===== src/rtl/tdp_pkg.sv =====
// Shared widths, types and constants of the trial division prime test
package tdp_pkg;

    localparam int VALUE_BITS = 31;
    localparam int DIV_W      = VALUE_BITS / 2 + 2;
    localparam int SQ_W       = VALUE_BITS + 1;
    localparam int CNT_W      = $clog2(VALUE_BITS + 1);

    typedef logic [VALUE_BITS-1:0] value_t;
    typedef logic [DIV_W-1:0]      div_t;
    typedef logic [SQ_W-1:0]       sq_t;

    localparam div_t FIRST_DIV = DIV_W'(3);
    localparam sq_t  FIRST_SQ  = SQ_W'(9);

    typedef struct packed {
        logic done;
        logic zero;
    } rem_status_t;

endpackage


===== src/rtl/tdp_rem.sv =====
// Bit-serial restoring remainder unit, one dividend bit per cycle
module tdp_rem (
    input  logic                 clk,
    input  logic                 rst_n,
    input  logic                 go,
    input  tdp_pkg::value_t      dividend,
    input  tdp_pkg::div_t        divisor,
    output tdp_pkg::rem_status_t status
);
    import tdp_pkg::*;

    value_t           sh_reg, sh_next;
    logic [DIV_W:0]   rem_reg, rem_next;
    logic [CNT_W-1:0] cnt_reg, cnt_next;
    logic             active_reg, active_next;
    logic             done_reg, done_next;
    logic [DIV_W:0]   trial;

    always_comb
    begin
        sh_next     = sh_reg;
        rem_next    = rem_reg;
        cnt_next    = cnt_reg;
        active_next = active_reg;
        done_next   = 1'b0;
        trial       = {rem_reg[DIV_W-1:0], sh_reg[VALUE_BITS-1]};
        if (go)
        begin
            sh_next     = dividend;
            rem_next    = '0;
            cnt_next    = CNT_W'(VALUE_BITS);
            active_next = 1'b1;
        end
        else if (active_reg)
        begin
            sh_next = {sh_reg[VALUE_BITS-2:0], 1'b0};
            if (trial >= {1'b0, divisor})
            begin
                rem_next = trial - {1'b0, divisor};
            end
            else
            begin
                rem_next = trial;
            end
            cnt_next = cnt_reg - CNT_W'(1);
            if (cnt_reg == CNT_W'(1))
            begin
                active_next = 1'b0;
                done_next   = 1'b1;
            end
        end
    end

    always_ff @(posedge clk or negedge rst_n)
    begin
        if (!rst_n)
        begin
            active_reg <= 1'b0;
            done_reg   <= 1'b0;
            cnt_reg    <= '0;
        end
        else
        begin
            active_reg <= active_next;
            done_reg   <= done_next;
            cnt_reg    <= cnt_next;
        end
    end

    always_ff @(posedge clk)
    begin
        sh_reg  <= sh_next;
        rem_reg <= rem_next;
    end

    assign status.done = done_reg;
    assign status.zero = (rem_reg == '0);

endmodule


===== config.mk =====
export PLATFORM = sky130hd
export DESIGN_NAME = tdp_rem
export DESIGN_NICKNAME = d
export VERILOG_FILES = /design/src/rtl/tdp_pkg.sv /design/src/rtl/tdp_rem.sv
export SDC_FILE = /design/constraint.sdc
export NUM_CORES = 1
export LEC_CHECK = 0
export BUFFER_PORTS_ARGS = -buffer_cell sky130_fd_sc_hd__buf_2
export CORE_ASPECT_RATIO = 0.75
export CORE_MARGIN = 2
export CORE_UTILIZATION = 40
export CTS_CLUSTER_DIAMETER = 120
export DETAILED_ROUTE_END_ITERATION = 6
export GPL_TIMING_DRIVEN = 0
export PLACE_DENSITY = 0.68
export SYNTH_ARGS = -nofsm -noshare
export SYNTH_HDL_FRONTEND = slang
export SYNTH_SLANG_ARGS = --single-unit

===== constraint.sdc =====
create_clock -name clk -period 6 [get_ports clk]
set_input_delay 1.5 -clock clk [delete_from_list [all_inputs] [get_ports clk]]
set_output_delay 1.5 -clock clk [all_outputs]
set_load 0.02 [all_outputs]

==> out/results.ini <==
[grt]
grt_pass1_vias = 2684
antenna_found_initial = 0
grt_usage = 0.166
grt_overflow = 0
grt_max_degree = 32
grt_pass1_wl_um = 12800

[setup_path]
critPathCaptureType = register
arrival_ps = 3820
r2r_slack_ps = 3320
cp.required_ps = 6190
path_class = in2reg
cp-start-kind = primary input
crit_path_max_fanout = 10

[drt]
viasPerCell = 5.33
wl_met1_um = 3820
dr_wl_met2_um = 3380
num_vias = 2754
wire_per_inst_um = 14.8
met3_length_um = 396
drt-total-wl_um = 7660
post-route-drc-count = 0
drt_iter0_markers = 182
ant_nets = 0
top_layer_used = met4
firstDrtPassIters = 4

[synthesis]
synthArstFlopShare = 0.125
synth.yosys.warnings = 0
avgSynthCellArea_um2 = 9.85
ys.flop_type = edfxtp_1
synth_edf_count = 31
ys_seq_area_frac = 0.426
synthesis.area_mm2 = 0.00345
synth_cells = 350
synth_area_leaders = edfxtp_1 (27%), dfxtp_1 (10%), mux2_2 (9.8%)
yosysUniqueCellTypes = 53
ys_ff_latch = 56
yosysTopAreaCellShare = 0.270
syn_nets = 421
post-synth-top-area-cell = edfxtp_1

[cts]
postCtsSetupBuffers = 0
cts_hold_buf = 0
cts_sinks = 56
numCtsBuffers = 5
clockBufferDepth = 2
insertion_delay_ps = 290
cts.clk_slew.worst_paths_ps = 70
ctsResizeCount = 0
cts_tree = done
cts.root.buffer_cell = clkbuf_16
htree_levels = 2

[cells_and_area]
largest_register_ffs = 31
drive_gt1_frac = 0.240
fin_nets = 479
antennaDiodeCount = 0
fillers = 806
areaGrowthSynthToFinish_pct = 16.8

[sta]
rsz0062_at_grt = false
finalMaxSlewViolations = 0
fin_crit_sh = 0.604
relSlewSlack = 0.234
fmax_mhz = 276
setup_viol = 0
fin_tns_setup_ps = 0
worst_pin_slew_ps = 1150
fin_worst_skew_ps = 5.25
setup_slack_ps = 2380
hold_viol_final = 0
layout_min_cycle_time_ps = 3620

[run_status]
status = finished clean

[placed_design]
pre_cts_slack_ps = 2140
gp_congestion = 0.882
io_buffer_count = 51
dp_hpwl_um = 5910

[floorplan]
die_area_mm2 = 0.00938
rows = 29
core_area_mm2 = 0.00842
die_h_um = 84.4
start_util = 0.409
pin_count = 53
die_w_um = 111

[power]
power_frac_seq = 0.328
power.density_mw_per_mm2 = 426
p_switching_uw = 647
p_leak_uw = 0.00168
comb_power_share = 0.458
p_sw_frac = 0.377
peakVddDrop_uv = 176
p_int_uw = 1070
p_clk_frac = 0.214

[hold_path]
min_path_type = reg2reg

[job]
maxCapViolCount = 0

[layer usage]
layer / global-route usage / up-vias
li1: - / 1390
met1: 0.246 / 1296
met2: 0.256 / 60
met3: 0.0347 / 8
met4: 0.0303 / 0
met5: 0 / -
[cell type report]
class	count	area (um2)	share of cell area
flip-flops and latches	56	1470	0.364
repair buffers	51	255	0.0634
well taps	108	135	0.0336
inverters	24	90.1	0.0224
plain buffers	17	95.1	0.0236
clock buffers	6	129	0.0320
clock inverters	2	60.1	0.0149
multi-input cells	253	1790	0.446
[layout by cell type (no fill, tap or decap), types with 2 or more instances in the layout]
master	instances
ha_1	19
mux2i_1	3
bufinv_16	2
edfxtp_1	31
and2_1	2
a311oi_1	7
xor2_1	5
buf_2	54
o21ai_0	13
nor2_1	25
o211ai_1	9
clkbuf_16	5
xnor2_1	7
nand3_1	13
dfrtp_1	7
inv_1	24
nor2b_1	3
nand2_1	34
nor3_1	7
nand4b_1	4
a211oi_1	6
nand2b_1	13
or4_1	2
mux2_2	30
nand4_1	2
a21oi_1	18
dfxtp_1	18
nor4_1	6
clkbuf_1	12
a21o_1	2
o31ai_1	2
[stage by stage]
step / utilization / power (uW) / instance area, um2 / hold slack (ps) / cells
2_1_floorplan: - / 1140 / 3450 / 458 / 350
3_3_place_gp: 0.456 / 1330 / 3840 / 470 / 509
3_5_place_dp: 0.456 / 1340 / 3840 / 478 / 509
4_1_cts: 0.478 / 1710 / 4030 / 487 / 517
5_1_grt: 0.478 / 1840 / 4030 / 510 / 517
6_report: 0.478 / 1720 / 4030 / 487 / 517
[path summary, 6_finish.rpt]
path | startpoint | end | cells past startpoint
worst min-delay path | rem_reg[17] | rem_reg[17] | 2
worst max-delay path | divisor[7] | rem_reg[6] | 11
worst max register to register | sh_reg[30] | rem_reg[6] | 11
max in group asynchronous | rst_n | cnt_reg[0] | 1
worst min register to register | rem_reg[17] | rem_reg[17] | 2
min in group asynchronous | rst_n | cnt_reg[3] | 1
[synthesized netlist by cell type (all sizes together) (9+ instances only)]
master,instances
dfxtp,18
nand2,34
nand2b,14
o21ai,14
edfxtp,31
clkbuf,11
nor2,25
nand3,14
o211ai,9
a21oi,19
inv,24
ha,19
mux2,31
[power by group through the flow]
stage / sequential (uW) / combinational [uW] / clock, uW
2_1_floorplan: 538 / 606 / 0
3_3_place_gp: 568 / 758 / 0
3_5_place_dp: 570 / 775 / 0
4_1_cts: 562 / 779 / 372
5_1_grt: 574 / 873 / 388
6_report: 563 / 785 / 367
[cell families after synthesis]
group / Yosys count / synth area share
fa+ha+maj: 20 / 0.0748
buf+inv: 41 / 0.0537
xor+xnor: 12 / 0.0305
simple gates: 119 / 0.175
compound gates: 68 / 0.130
mux: 34 / 0.110
flops: 56 / 0.426
[worst max-delay path, cell delays in order]
cell	delay (ps)
buf_2	70
inv_1	30
ha_1	350
a21oi_1	300
nand2_1	80
o211ai_1	370
a21oi_2	120
nor2_1	340
buf_2	310
nand2_1	80
a311oi_1	260
No activity file was read; power rests on OpenSTA's default activity.
